## config.mk

```make
export PLATFORM = sky130hd
export DESIGN_NAME = ascii_decimal_to_float32
export DESIGN_NICKNAME = d
export VERILOG_FILES = /design/src/design/adf_pkg.sv /design/src/design/ascii_decimal_to_float32.sv /design/src/design/adf_dp.sv /design/src/design/adf_ctrl.sv
export SDC_FILE = /design/constraint.sdc
export NUM_CORES = 1
export LEC_CHECK = 0
export ABC_AREA = 1
export ABC_CLOCK_PERIOD_IN_PS = 9000
export BUFFER_PORTS_ARGS = -buffer_cell sky130_fd_sc_hd__buf_2
export CAP_MARGIN = 0
export CORE_ASPECT_RATIO = 1.4
export CORE_UTILIZATION = 47
export DETAILED_ROUTE_END_ITERATION = 6
export GPL_ROUTABILITY_DRIVEN = 0
export SLEW_MARGIN = 10
export SYNTH_ARGS = -nofsm -noshare
export SYNTH_HDL_FRONTEND = slang
export SYNTH_SLANG_ARGS = --single-unit
export TNS_END_PERCENT = 10
```

## constraint.sdc

```tcl
create_clock -name aclk -period 9 [get_ports aclk]
set_clock_uncertainty 0.05 [all_clocks]
set_input_delay 2.7 -clock aclk [delete_from_list [all_inputs] [get_ports aclk]]
set_output_delay 2.7 -clock aclk [all_outputs]
set_load 0.01 [all_outputs]
```

## src/design/adf_pkg.sv

```systemverilog
`timescale 1ns / 1ps
package adf_pkg;

    localparam int MAX_FRACTION_DIGITS = 9;
    localparam int NORM_W = 34;
    localparam int MANT_W = 24;
    localparam int DIV_STEPS = 26;
    localparam int EXP_BIAS_ADJ = 150;

    localparam logic [7:0] CH_MINUS = 8'h2D;
    localparam logic [7:0] CH_POINT = 8'h2E;
    localparam logic [7:0] CH_SPACE = 8'h20;
    localparam logic [7:0] CH_NUL = 8'h00;
    localparam logic [7:0] CH_ZERO = 8'h30;
    localparam logic [7:0] CH_NINE = 8'h39;

    typedef logic signed [9:0] exp_t;

    typedef enum logic [1:0] {
        SRC_INT,
        SRC_FRAC,
        SRC_DIV,
        SRC_ADD
    } norm_src_t;

    typedef enum logic [1:0] {
        TGT_FI,
        TGT_FA,
        TGT_Q,
        TGT_RES
    } store_tgt_t;

    typedef struct packed {
        logic       start;
        logic       acc_int;
        logic       acc_frac;
        logic       norm_load;
        norm_src_t  norm_src;
        logic       store;
        store_tgt_t store_tgt;
        logic       q_clear;
        logic       div_init;
        logic       div_step;
        logic       res_direct;
        logic       out_err;
        logic       out_val;
    } adf_cmd_t;

    typedef struct packed {
        logic is_digit;
        logic is_term;
        logic is_point;
        logic is_minus;
        logic frac_full;
        logic frac_zero;
        logic norm_done;
        logic div_last;
        logic fi_zero;
        logic q_zero;
    } adf_sts_t;

    // Normalized significand of 10^n, with the MSB at bit 23.
    function automatic logic [MANT_W-1:0] pow10_mant(input logic [3:0] n);
        logic [MANT_W-1:0] m;
        unique case (n)
            4'd0: m = 24'd8388608;
            4'd1: m = 24'd10485760;
            4'd2: m = 24'd13107200;
            4'd3: m = 24'd16384000;
            4'd4: m = 24'd10240000;
            4'd5: m = 24'd12800000;
            4'd6: m = 24'd16000000;
            4'd7: m = 24'd10000000;
            4'd8: m = 24'd12500000;
            4'd9: m = 24'd15625000;
            default: m = 24'd8388608;
        endcase
        return m;
    endfunction

    function automatic exp_t pow10_exp(input logic [3:0] n);
        exp_t e;
        unique case (n)
            4'd0: e = -10'sd23;
            4'd1: e = -10'sd20;
            4'd2: e = -10'sd17;
            4'd3: e = -10'sd14;
            4'd4: e = -10'sd10;
            4'd5: e = -10'sd7;
            4'd6: e = -10'sd4;
            4'd7: e = 10'sd0;
            4'd8: e = 10'sd3;
            4'd9: e = 10'sd6;
            default: e = -10'sd23;
        endcase
        return e;
    endfunction

endpackage

```

## src/design/ascii_decimal_to_float32.sv

```systemverilog
`timescale 1ns / 1ps
// ASCII decimal to single-precision float converter.
// Input channel (s_): one character per transaction; s_tdata[7:0] is the
// character, s_tuser[0] marks the first character of a new value. A value is
// an optional minus, digits, and an optional point with up to nine fraction
// digits, ended by a space or NUL.
// Output channel (m_): one transaction per value or per error; m_tdata holds
// the IEEE-754 single bits, m_tuser[0] is 1 for a malformed value (data zero).
// Characters are taken one per cycle while a value is parsed and the output
// register is free. An error leaves on the next cycle. A terminator starts
// the conversion: an integer normalize; with a fraction, a normalize of it
// and, if it is nonzero, a long division and another normalize; then, if
// both parts are nonzero, an aligned add with its normalize. The normalizer
// shifts one bit per cycle and the divider is a restoring one. No characters
// are taken during the conversion.
// One finished result waits in the output register; s_tready stays low while
// it waits, and a finished conversion holds until the register is free.
// Reset (aresetn low, synchronous) empties the output and skips characters
// until the next start mark.
module ascii_decimal_to_float32 import adf_pkg::*; (
    input  logic        aclk,
    input  logic        aresetn,
    input  logic        s_tvalid,
    output logic        s_tready,
    input  logic [7:0]  s_tdata,   // [7:0] ch
    input  logic [0:0]  s_tuser,   // [0] start_req
    output logic        m_tvalid,
    input  logic        m_tready,
    output logic [31:0] m_tdata,   // [31:0] float_bits
    output logic [0:0]  m_tuser    // [0] status
);

    adf_cmd_t cmd;
    adf_sts_t sts;
    logic     status;

    adf_ctrl u_ctrl (
        .aclk      (aclk),
        .aresetn   (aresetn),
        .s_tvalid  (s_tvalid),
        .start_req (s_tuser[0]),
        .s_tready  (s_tready),
        .m_tvalid  (m_tvalid),
        .m_tready  (m_tready),
        .sts       (sts),
        .cmd       (cmd)
    );

    adf_dp u_dp (
        .aclk       (aclk),
        .aresetn    (aresetn),
        .ch         (s_tdata),
        .cmd        (cmd),
        .sts        (sts),
        .float_bits (m_tdata),
        .status     (status)
    );

    assign m_tuser[0] = status;

endmodule

```

## src/design/adf_dp.sv

```systemverilog
`timescale 1ns / 1ps
module adf_dp import adf_pkg::*; (
    input  logic        aclk,
    input  logic        aresetn,
    input  logic [7:0]  ch,
    input  adf_cmd_t    cmd,
    output adf_sts_t    sts,
    output logic [31:0] float_bits,
    output logic        status
);

    logic              neg_reg, neg_next;
    logic [31:0]       int_reg, int_next;
    logic [29:0]       frac_reg, frac_next;
    logic [3:0]        digits_reg, digits_next;

    logic [NORM_W-1:0] nv_reg;
    exp_t              ne_reg;
    logic              nst_reg, nz_reg;

    logic [MANT_W-1:0] fi_m_reg, fa_m_reg, q_m_reg, res_m_reg;
    exp_t              fi_e_reg, fa_e_reg, q_e_reg, res_e_reg;
    logic              fi_z_reg, q_z_reg, res_z_reg;

    logic [DIV_STEPS-1:0] dq_reg;
    logic [MANT_W:0]      dr_reg;
    logic [4:0]           dcnt_reg;

    logic [31:0] fb_reg;
    logic        st_reg;

    logic [3:0]  dig;
    logic [31:0] int_base;
    logic [29:0] frac_base;

    // Rounding of the normalizer word.
    logic [MANT_W-1:0] rnd_m;
    exp_t              rnd_e;
    logic              rnd_up;
    logic [MANT_W:0]   rnd_sum;

    // Alignment for the add.
    logic              fi_big;
    logic [MANT_W-1:0] big_m, sml_m;
    exp_t              big_e, sml_e, diff_e;
    logic [MANT_W+2:0] sml_ext, sml_sh, sh_mask;
    logic              sml_st;
    logic [MANT_W+3:0] add_sum;

    // Division step.
    logic [MANT_W-1:0] div_b;
    logic              div_bit;
    logic [MANT_W:0]   div_rem;

    logic [NORM_W-1:0] ld_v;
    exp_t              ld_e;
    logic              ld_st, ld_z;

    logic [9:0] biased;

    assign dig = ch[3:0];

    always_comb begin
        sts.is_digit  = (ch >= CH_ZERO) && (ch <= CH_NINE);
        sts.is_term   = (ch == CH_SPACE) || (ch == CH_NUL);
        sts.is_point  = (ch == CH_POINT);
        sts.is_minus  = (ch == CH_MINUS);
        sts.frac_full = (digits_reg >= 4'(MAX_FRACTION_DIGITS));
        sts.frac_zero = (frac_reg == '0);
        sts.norm_done = nv_reg[NORM_W-1];
        sts.div_last  = (dcnt_reg == 5'(DIV_STEPS - 1));
        sts.fi_zero   = fi_z_reg;
        sts.q_zero    = q_z_reg;
    end

    always_comb begin
        int_base    = cmd.start ? '0 : int_reg;
        frac_base   = cmd.start ? '0 : frac_reg;
        neg_next    = cmd.start ? sts.is_minus : neg_reg;
        int_next    = int_base;
        frac_next   = frac_base;
        digits_next = cmd.start ? '0 : digits_reg;
        if (cmd.acc_int) begin
            int_next = (int_base << 3) + (int_base << 1) + {28'd0, dig};
        end
        if (cmd.acc_frac) begin
            frac_next   = (frac_base << 3) + (frac_base << 1) + {26'd0, dig};
            digits_next = digits_next + 4'd1;
        end
    end

    always_comb begin
        rnd_up  = nv_reg[9] && ((|nv_reg[8:0]) || nst_reg || nv_reg[10]);
        rnd_sum = {1'b0, nv_reg[NORM_W-1:10]} + {{MANT_W{1'b0}}, rnd_up};
        if (rnd_sum[MANT_W]) begin
            rnd_m = rnd_sum[MANT_W:1];
            rnd_e = ne_reg + exp_t'(11);
        end else begin
            rnd_m = rnd_sum[MANT_W-1:0];
            rnd_e = ne_reg + exp_t'(10);
        end
    end

    always_comb begin
        fi_big  = (fi_e_reg >= q_e_reg);
        big_m   = fi_big ? fi_m_reg : q_m_reg;
        big_e   = fi_big ? fi_e_reg : q_e_reg;
        sml_m   = fi_big ? q_m_reg : fi_m_reg;
        sml_e   = fi_big ? q_e_reg : fi_e_reg;
        diff_e  = big_e - sml_e;
        sml_ext = {sml_m, 3'b000};
        sh_mask = ~({(MANT_W+3){1'b1}} << diff_e[4:0]);
        if (diff_e >= exp_t'(MANT_W + 3)) begin
            sml_sh = '0;
            sml_st = |sml_m;
        end else begin
            sml_sh = sml_ext >> diff_e[4:0];
            sml_st = |(sml_ext & sh_mask);
        end
        add_sum = {1'b0, big_m, 3'b000} + {1'b0, sml_sh};
    end

    always_comb begin
        div_b   = pow10_mant(digits_reg);
        div_bit = (dr_reg >= {1'b0, div_b});
        div_rem = div_bit ? (dr_reg - {1'b0, div_b}) : dr_reg;
    end

    always_comb begin
        ld_z  = 1'b0;
        ld_st = 1'b0;
        unique case (cmd.norm_src)
            SRC_INT: begin
                ld_v = {2'b00, int_reg};
                ld_e = '0;
                ld_z = (int_reg == '0);
            end
            SRC_FRAC: begin
                ld_v = {4'b0000, frac_reg};
                ld_e = '0;
                ld_z = (frac_reg == '0);
            end
            SRC_DIV: begin
                ld_v  = {dq_reg, 8'd0};
                ld_e  = fa_e_reg - pow10_exp(digits_reg) - exp_t'(DIV_STEPS - 1 + 8);
                ld_st = (dr_reg != '0);
            end
            SRC_ADD: begin
                ld_v  = {add_sum, 6'd0};
                ld_e  = big_e - exp_t'(9);
                ld_st = sml_st;
            end
            default: begin
                ld_v = '0;
                ld_e = '0;
            end
        endcase
        // A zero value is parked in normalized form so the shift loop stops.
        if (ld_z) begin
            ld_v = {1'b1, {(NORM_W-1){1'b0}}};
        end
    end

    assign biased = 10'(res_e_reg + exp_t'(EXP_BIAS_ADJ));

    always_ff @(posedge aclk) begin
        if (!aresetn) begin
            neg_reg    <= 1'b0;
            int_reg    <= '0;
            frac_reg   <= '0;
            digits_reg <= '0;
            fi_z_reg   <= 1'b1;
            q_z_reg    <= 1'b1;
            res_z_reg  <= 1'b1;
            dcnt_reg   <= '0;
        end else begin
            neg_reg    <= neg_next;
            int_reg    <= int_next;
            frac_reg   <= frac_next;
            digits_reg <= digits_next;
            if (cmd.q_clear) begin
                q_z_reg <= 1'b1;
            end
            if (cmd.div_init) begin
                dcnt_reg <= '0;
            end else if (cmd.div_step) begin
                dcnt_reg <= dcnt_reg + 5'd1;
            end
            if (cmd.store) begin
                unique case (cmd.store_tgt)
                    TGT_FI:  fi_z_reg  <= nz_reg;
                    TGT_FA:  ;
                    TGT_Q:   q_z_reg   <= nz_reg;
                    TGT_RES: res_z_reg <= nz_reg;
                    default: ;
                endcase
            end else if (cmd.res_direct) begin
                res_z_reg <= fi_z_reg && q_z_reg;
            end
        end
    end

    always_ff @(posedge aclk) begin
        if (cmd.norm_load) begin
            nv_reg  <= ld_v;
            ne_reg  <= ld_e;
            nst_reg <= ld_st;
            nz_reg  <= ld_z;
        end else if (!nv_reg[NORM_W-1]) begin
            nv_reg <= nv_reg << 1;
            ne_reg <= ne_reg - exp_t'(1);
        end

        if (cmd.store) begin
            unique case (cmd.store_tgt)
                TGT_FI: begin
                    fi_m_reg <= rnd_m;
                    fi_e_reg <= rnd_e;
                end
                TGT_FA: begin
                    fa_m_reg <= rnd_m;
                    fa_e_reg <= rnd_e;
                end
                TGT_Q: begin
                    q_m_reg <= rnd_m;
                    q_e_reg <= rnd_e;
                end
                TGT_RES: begin
                    res_m_reg <= rnd_m;
                    res_e_reg <= rnd_e;
                end
                default: ;
            endcase
        end else if (cmd.res_direct) begin
            // One operand is zero, so the sum is the other one exactly.
            res_m_reg <= fi_z_reg ? q_m_reg : fi_m_reg;
            res_e_reg <= fi_z_reg ? q_e_reg : fi_e_reg;
        end

        if (cmd.div_init) begin
            dq_reg <= '0;
            dr_reg <= {1'b0, fa_m_reg};
        end else if (cmd.div_step) begin
            dq_reg <= {dq_reg[DIV_STEPS-2:0], div_bit};
            dr_reg <= {div_rem[MANT_W-1:0], 1'b0};
        end

        if (cmd.out_err) begin
            fb_reg <= '0;
            st_reg <= 1'b1;
        end else if (cmd.out_val) begin
            fb_reg <= res_z_reg ? {neg_reg, 31'd0} : {neg_reg, biased[7:0], res_m_reg[22:0]};
            st_reg <= 1'b0;
        end
    end

    assign float_bits = fb_reg;
    assign status     = st_reg;

endmodule

```

## src/design/adf_ctrl.sv

```systemverilog
`timescale 1ns / 1ps
module adf_ctrl import adf_pkg::*; (
    input  logic     aclk,
    input  logic     aresetn,
    input  logic     s_tvalid,
    input  logic     start_req,
    output logic     s_tready,
    output logic     m_tvalid,
    input  logic     m_tready,
    input  adf_sts_t sts,
    output adf_cmd_t cmd
);

    typedef enum logic [14:0] {
        ST_SKIP  = 15'b000000000000001,
        ST_NEED  = 15'b000000000000010,
        ST_INT   = 15'b000000000000100,
        ST_FRAC  = 15'b000000000001000,
        ST_CINT  = 15'b000000000010000,
        ST_WINT  = 15'b000000000100000,
        ST_CFRAC = 15'b000000001000000,
        ST_WFRAC = 15'b000000010000000,
        ST_CDIV  = 15'b000000100000000,
        ST_DIV   = 15'b000001000000000,
        ST_CDIVN = 15'b000010000000000,
        ST_WDIV  = 15'b000100000000000,
        ST_CADD  = 15'b001000000000000,
        ST_WADD  = 15'b010000000000000,
        ST_OUT   = 15'b100000000000000
    } state_t;

    state_t state_reg, state_next, phase_eff;
    logic   has_frac_reg, has_frac_next;
    logic   out_valid_reg, out_valid_next;
    logic   parse_state, out_free, acc_in;

    assign parse_state = (state_reg == ST_SKIP) || (state_reg == ST_NEED) ||
                         (state_reg == ST_INT) || (state_reg == ST_FRAC);
    assign out_free    = !out_valid_reg || m_tready;
    assign s_tready    = parse_state && out_free;
    assign acc_in      = s_tvalid && s_tready;
    assign m_tvalid    = out_valid_reg;

    always_comb begin
        cmd           = '0;
        state_next    = state_reg;
        has_frac_next = has_frac_reg;
        phase_eff     = start_req ? ST_NEED : state_reg;

        unique case (state_reg)
            ST_SKIP, ST_NEED, ST_INT, ST_FRAC: begin
                if (acc_in) begin
                    if (start_req) begin
                        cmd.start     = 1'b1;
                        has_frac_next = 1'b0;
                    end
                    if (start_req && sts.is_minus) begin
                        state_next = ST_NEED;
                    end else begin
                        unique case (phase_eff)
                            ST_NEED: begin
                                if (sts.is_digit) begin
                                    cmd.acc_int = 1'b1;
                                    state_next  = ST_INT;
                                end else begin
                                    cmd.out_err = 1'b1;
                                    state_next  = ST_SKIP;
                                end
                            end
                            ST_INT: begin
                                priority if (sts.is_digit) begin
                                    cmd.acc_int = 1'b1;
                                end else if (sts.is_point) begin
                                    has_frac_next = 1'b1;
                                    state_next    = ST_FRAC;
                                end else if (sts.is_term) begin
                                    state_next = ST_CINT;
                                end else begin
                                    cmd.out_err = 1'b1;
                                    state_next  = ST_SKIP;
                                end
                            end
                            ST_FRAC: begin
                                priority if (sts.is_digit && !sts.frac_full) begin
                                    cmd.acc_frac = 1'b1;
                                end else if (sts.is_term) begin
                                    state_next = ST_CINT;
                                end else begin
                                    cmd.out_err = 1'b1;
                                    state_next  = ST_SKIP;
                                end
                            end
                            default: state_next = ST_SKIP;
                        endcase
                    end
                end
            end
            ST_CINT: begin
                cmd.norm_load = 1'b1;
                cmd.norm_src  = SRC_INT;
                cmd.q_clear   = 1'b1;
                state_next    = ST_WINT;
            end
            ST_WINT: begin
                if (sts.norm_done) begin
                    cmd.store     = 1'b1;
                    cmd.store_tgt = TGT_FI;
                    state_next    = has_frac_reg ? ST_CFRAC : ST_CADD;
                end
            end
            ST_CFRAC: begin
                cmd.norm_load = 1'b1;
                cmd.norm_src  = SRC_FRAC;
                state_next    = ST_WFRAC;
            end
            ST_WFRAC: begin
                if (sts.norm_done) begin
                    cmd.store     = 1'b1;
                    cmd.store_tgt = TGT_FA;
                    state_next    = sts.frac_zero ? ST_CADD : ST_CDIV;
                end
            end
            ST_CDIV: begin
                cmd.div_init = 1'b1;
                state_next   = ST_DIV;
            end
            ST_DIV: begin
                cmd.div_step = 1'b1;
                if (sts.div_last) begin
                    state_next = ST_CDIVN;
                end
            end
            ST_CDIVN: begin
                cmd.norm_load = 1'b1;
                cmd.norm_src  = SRC_DIV;
                state_next    = ST_WDIV;
            end
            ST_WDIV: begin
                if (sts.norm_done) begin
                    cmd.store     = 1'b1;
                    cmd.store_tgt = TGT_Q;
                    state_next    = ST_CADD;
                end
            end
            ST_CADD: begin
                if (sts.fi_zero || sts.q_zero) begin
                    cmd.res_direct = 1'b1;
                    state_next     = ST_OUT;
                end else begin
                    cmd.norm_load = 1'b1;
                    cmd.norm_src  = SRC_ADD;
                    state_next    = ST_WADD;
                end
            end
            ST_WADD: begin
                if (sts.norm_done) begin
                    cmd.store     = 1'b1;
                    cmd.store_tgt = TGT_RES;
                    state_next    = ST_OUT;
                end
            end
            ST_OUT: begin
                if (out_free) begin
                    cmd.out_val = 1'b1;
                    state_next  = ST_SKIP;
                end
            end
            default: state_next = ST_SKIP;
        endcase
    end

    always_comb begin
        if (cmd.out_err || cmd.out_val) begin
            out_valid_next = 1'b1;
        end else if (m_tready) begin
            out_valid_next = 1'b0;
        end else begin
            out_valid_next = out_valid_reg;
        end
    end

    always_ff @(posedge aclk) begin
        if (!aresetn) begin
            state_reg     <= ST_SKIP;
            has_frac_reg  <= 1'b0;
            out_valid_reg <= 1'b0;
        end else begin
            state_reg     <= state_next;
            has_frac_reg  <= has_frac_next;
            out_valid_reg <= out_valid_next;
        end
    end

`ifndef SYNTHESIS
    a_ready_only_parsing: assert property (@(posedge aclk) disable iff (!aresetn)
        s_tready |-> parse_state)
        else $error("input ready outside the parse states");
    a_no_output_overwrite: assert property (@(posedge aclk) disable iff (!aresetn)
        (cmd.out_err || cmd.out_val) |-> (!out_valid_reg || m_tready))
        else $error("result register overwritten before it was taken");
    a_div_ends: assert property (@(posedge aclk) disable iff (!aresetn)
        (state_reg == ST_DIV && sts.div_last) |=> (state_reg == ST_CDIVN))
        else $error("division did not hand over to the normalizer");
`endif

endmodule
```

==> metrics.md <==
| Metric | Value |
|---|---|
| Status | `complete, no violations` |
| Initial drt markers | `2082` |
| Clock power share | `between 20% and 30%` |
| Mapped Area | `between 20000 and 30000 um^2` |
| Congestion Overflow GR | `0` |
| Met1 WL | `roughly 32000 um` |
| Clk_lat worst skew | `between 0.5 and 0.6 ns` |
| Max Slew Vio Count | `0` |
| Seq/Total Area, Yosys | `a little under two fifths` |
| Netlist cell types | `64` |
| Clk buf depth | `3` |
| Num CTS Buffers | `39` |
| Net Count, Synth | `around 3.7k` |
| Clk slew on worst S/H paths | `0.07 ns` |
| Post-synth top cells | `nand2_1 (832), inv_1 (428), o21ai_0 (279)` |
| Initial Util | `between 40% and 50%` |
| PwrDens | `~220 nW/um^2` |
| Endpoint arrival time on the critical path | `~8.4 ns` |
| Final hold vios | `0` |
| Max-cap violations | `0` |
| Hold_buf cts | `0` |
| Power Total | `6.18 mW` |
| Via count | `24.0k` |
| Register bit count reported by yosys | `between 300 and 400` |
| Synth async-reset ratio | `0%` |
| DRC | `0` |
| Setup TNS Final | `0 ns` |
| Detailed Place HPWL | `65500 um` |
| Int Pwr | `around 3.6 mW` |
| First-pass GRT wire length | `between 100000 and 150000 um` |
| Post-synth EDFFs | `202` |
| Die Height | `around 280 um` |
| Max Clk Rate | `between 100 and 150 MHz` |
| WL per Instance | `between 15 and 20 um` |
| Final setup viols | `0` |
| Num rows | `101` |
| CP top delay family | `simple AND/OR/NAND/NOR gates` |
| Proportion of layout cells with a drive suffix above 1 | `roughly 5.8%` |
| CP Capture Type | `flip-flop` |
| # IOs | `48` |
| Primary FF master, synth | `edfxtp_1` |
| Crit path max fanout | `31` |
| CTS H-tree lvls | `2` |
| Gate power share | `between 40% and 50%` |
| Critical-path top delay cell | `ha_1` |
| Nets@finish | `between 3k and 4k` |
| DR WL met2 | `40400 um` |
| CP Launch Type | `flip-flop` |
| Overall routing resource usage | `~29%` |
| CP Class | `flip-flop to flip-flop` |
| Fin cells | `approximately 4.2k` |
| Synth Warn # | `0` |
| Crit path largest cell delay | `0.84 ns` |
| Sw power | `about 2.6 mW` |
| Final WL | `83200 um` |
| Switching Share | `between 40% and 50%` |
| Initial DRT Pass Iterations | `6` |
| Worst path required time | `9.26 ns` |
| Largest net degree at the start of global routing | `71` |
| Most area-hungry cell type in the Yosys netlist | `edfxtp_1` |
| RSZ-0062 raised after global routing | `false` |
| Final-layout fill cell count | `about 5.3k` |
| WL met3 | `approximately 4400 um` |
| Relative slew slack | `about a tenth` |
| CTS tree | `built` |
| Port bufs | `47` |
| Syn Inst Count | `between 3k and 4k` |
| Die footprint | `around 56000 um^2` |
| Post-CTS setup buffer count | `0` |
| Placed insts | `just over 4k` |
| Count leader, synth | `nand2_1` |
| Initial antenna violation count | `1` |
| Worst min path class | `flip-flop to flip-flop` |
| Final Cycle Share | `about nine tenths` |
| CTS-repair resized insts | `0` |
| P&R area growth vs syn | `8.31%` |
| Worst path bufs/invs | `4` |
| Largest register FFs | `34` |
| Via density | `5.70` |
| Vias in the first global route | `between 20k and 25k` |
| Flip-flop and latch area | `9570 um^2` |
| Area contributors post-synth | `edfxtp_1 (23%), dfxtp_1 (14%), nand2_1 (12%)` |
| Diodes inserted | `0` |
| Root Buffer | `clkbuf_16` |
| Post-DRT Antenna Nets | `0` |
| Fin crit period | `8.09 ns` |
| Die width | `approximately 200 um` |
| Top layer in use | `met4` |
| Crit path top cell by count | `nand2_1` |
| Part of the power in registers | `about 33%` |
| Leakage | `between 10 and 15 nW` |
| Clk sinks | `around 380` |
| IR drop worst, VDD | `between 0.1 and 0.15 mV` |
| Yosys top cell area share | `between 20% and 30%` |
| Core area | `between 50000 and 60000 um^2` |
| Area of the multi-input gates | `~14000 um^2` |
| Syn_area_per_cell | `7.48 um^2` |
| Worst-margin pin slew | `about 1.3 ns` |
==> power by group through the flow <==
stage               Sequential [mW]  Clock (mW)  Combinational (mW)
detailed placement             2.06           0                2.45
global route                   2.04        1.70                2.78
CTS                            2.03        1.63                2.46
floorplan                      2.05           0                1.81
finish                         2.03        1.61                2.54
global placement               2.06           0                2.44
==> worst register-to-register path: cells and delay by family, from the launching register on <==
kind | cells | cell delay, ns
buffers and inverters | 4 | 1.16
DFF | 1 | 0.43
adders and majority gates | 3 | 1.96
and+or+nand+nor | 19 | 2.60
AOI/OAI and AO/OA | 9 | 1.68
==> per-layer routing <==
| layer | global-route usage, % | vias up |
|---|---|---|
| li1 | - | 11700 |
| met1 | 32.6 | 11200 |
| met2 | 51.9 | 840 |
| met3 | 3.22 | 256 |
| met4 | 21.1 | 0 |
| met5 | 0 | - |
==> cell usage in the layout, fill, tap and decap left out, types with 12 or more instances in the layout <==
master / netlist / layout
a221oi_1: 19 / 19
buf_4: 6 / 25
nand3_1: 134 / 134
or2_2: 18 / 18
nand4_1: 30 / 30
a31oi_1: 23 / 23
nor2_1: 241 / 236
o22ai_1: 50 / 50
o21ai_0: 279 / 278
xor2_1: 78 / 78
inv_1: 428 / 428
nand2_1: 832 / 830
buf_2: 17 / 47
o21ai_1: 24 / 25
a21oi_1: 277 / 277
ha_1: 201 / 201
edfxtp_1: 202 / 202
nor4_1: 28 / 28
a211oi_1: 15 / 15
clkbuf_16: 0 / 43
o21bai_1: 12 / 12
xnor2_1: 44 / 44
dfxtp_1: 175 / 174
nor3_1: 63 / 62
o211ai_1: 35 / 35
==> cell type report <==
| class | instances | share of cell area (%) |
|---|---|---|
| Multi-Input combinational cell | 2528 | 50.6 |
| Sequential cell | 377 | 34.1 |
| Inverter | 445 | 5.95 |
| Clock buffer | 55 | 4.14 |
| Tap cell | 721 | 3.22 |
| Timing Repair Buffer | 73 | 1.61 |
| Clock inverter | 16 | 0.334 |
==> worst paths after layout <==
check | depth (start not counted) | slack [ns] | start | endpoint
worst min-delay path | 2 | 0.41 | u_dp.float_bits[1]$_SDFFE_PP0P_ | u_dp.float_bits[1]$_SDFFE_PP0P_
worst max-delay path | 35 | 0.91 | u_dp.q_e_reg[0]$_DFFE_PP_ | u_dp.nv_reg[30]$_DFFE_PP_
worst min register to register | 2 | 0.41 | u_dp.float_bits[1]$_SDFFE_PP0P_ | u_dp.float_bits[1]$_SDFFE_PP0P_
worst max register to register | 35 | 0.91 | u_dp.q_e_reg[0]$_DFFE_PP_ | u_dp.nv_reg[30]$_DFFE_PP_
==> metrics by stage <==
| step | util, % | hold slack, ns | area, um^2 | worst slack (ns) |
|---|---|---|---|---|
| after floorplan | - | 0.379 | 25900 | 1.93 |
| after global placement | 49.3 | 0.392 | 26800 | 1.29 |
| after detailed placement | 49.3 | 0.399 | 26800 | 1.12 |
| after CTS | 51.6 | 0.410 | 28000 | 1.09 |
| after global routing | 51.6 | 0.431 | 28100 | 0.126 |
| final | 51.6 | 0.408 | 28100 | 0.908 |
==> kinds of logic (layout without fill, tap and decap cells) <==
family                     after synthesis  count (layout)  synth area share [%]
muxes                                    2               2                0.0773
buffers and inverters                  559             589                  8.36
xor gates and xnor gates               122             122                  4.13
adders and majority gates              207             207                  10.2
AOI/OAI and AO/OA                      808             808                  17.8
and+or+nand+nor                       1389            1389                  22.6
DFF                                    377             377                  36.9
(Power assumes the default switching activity.)
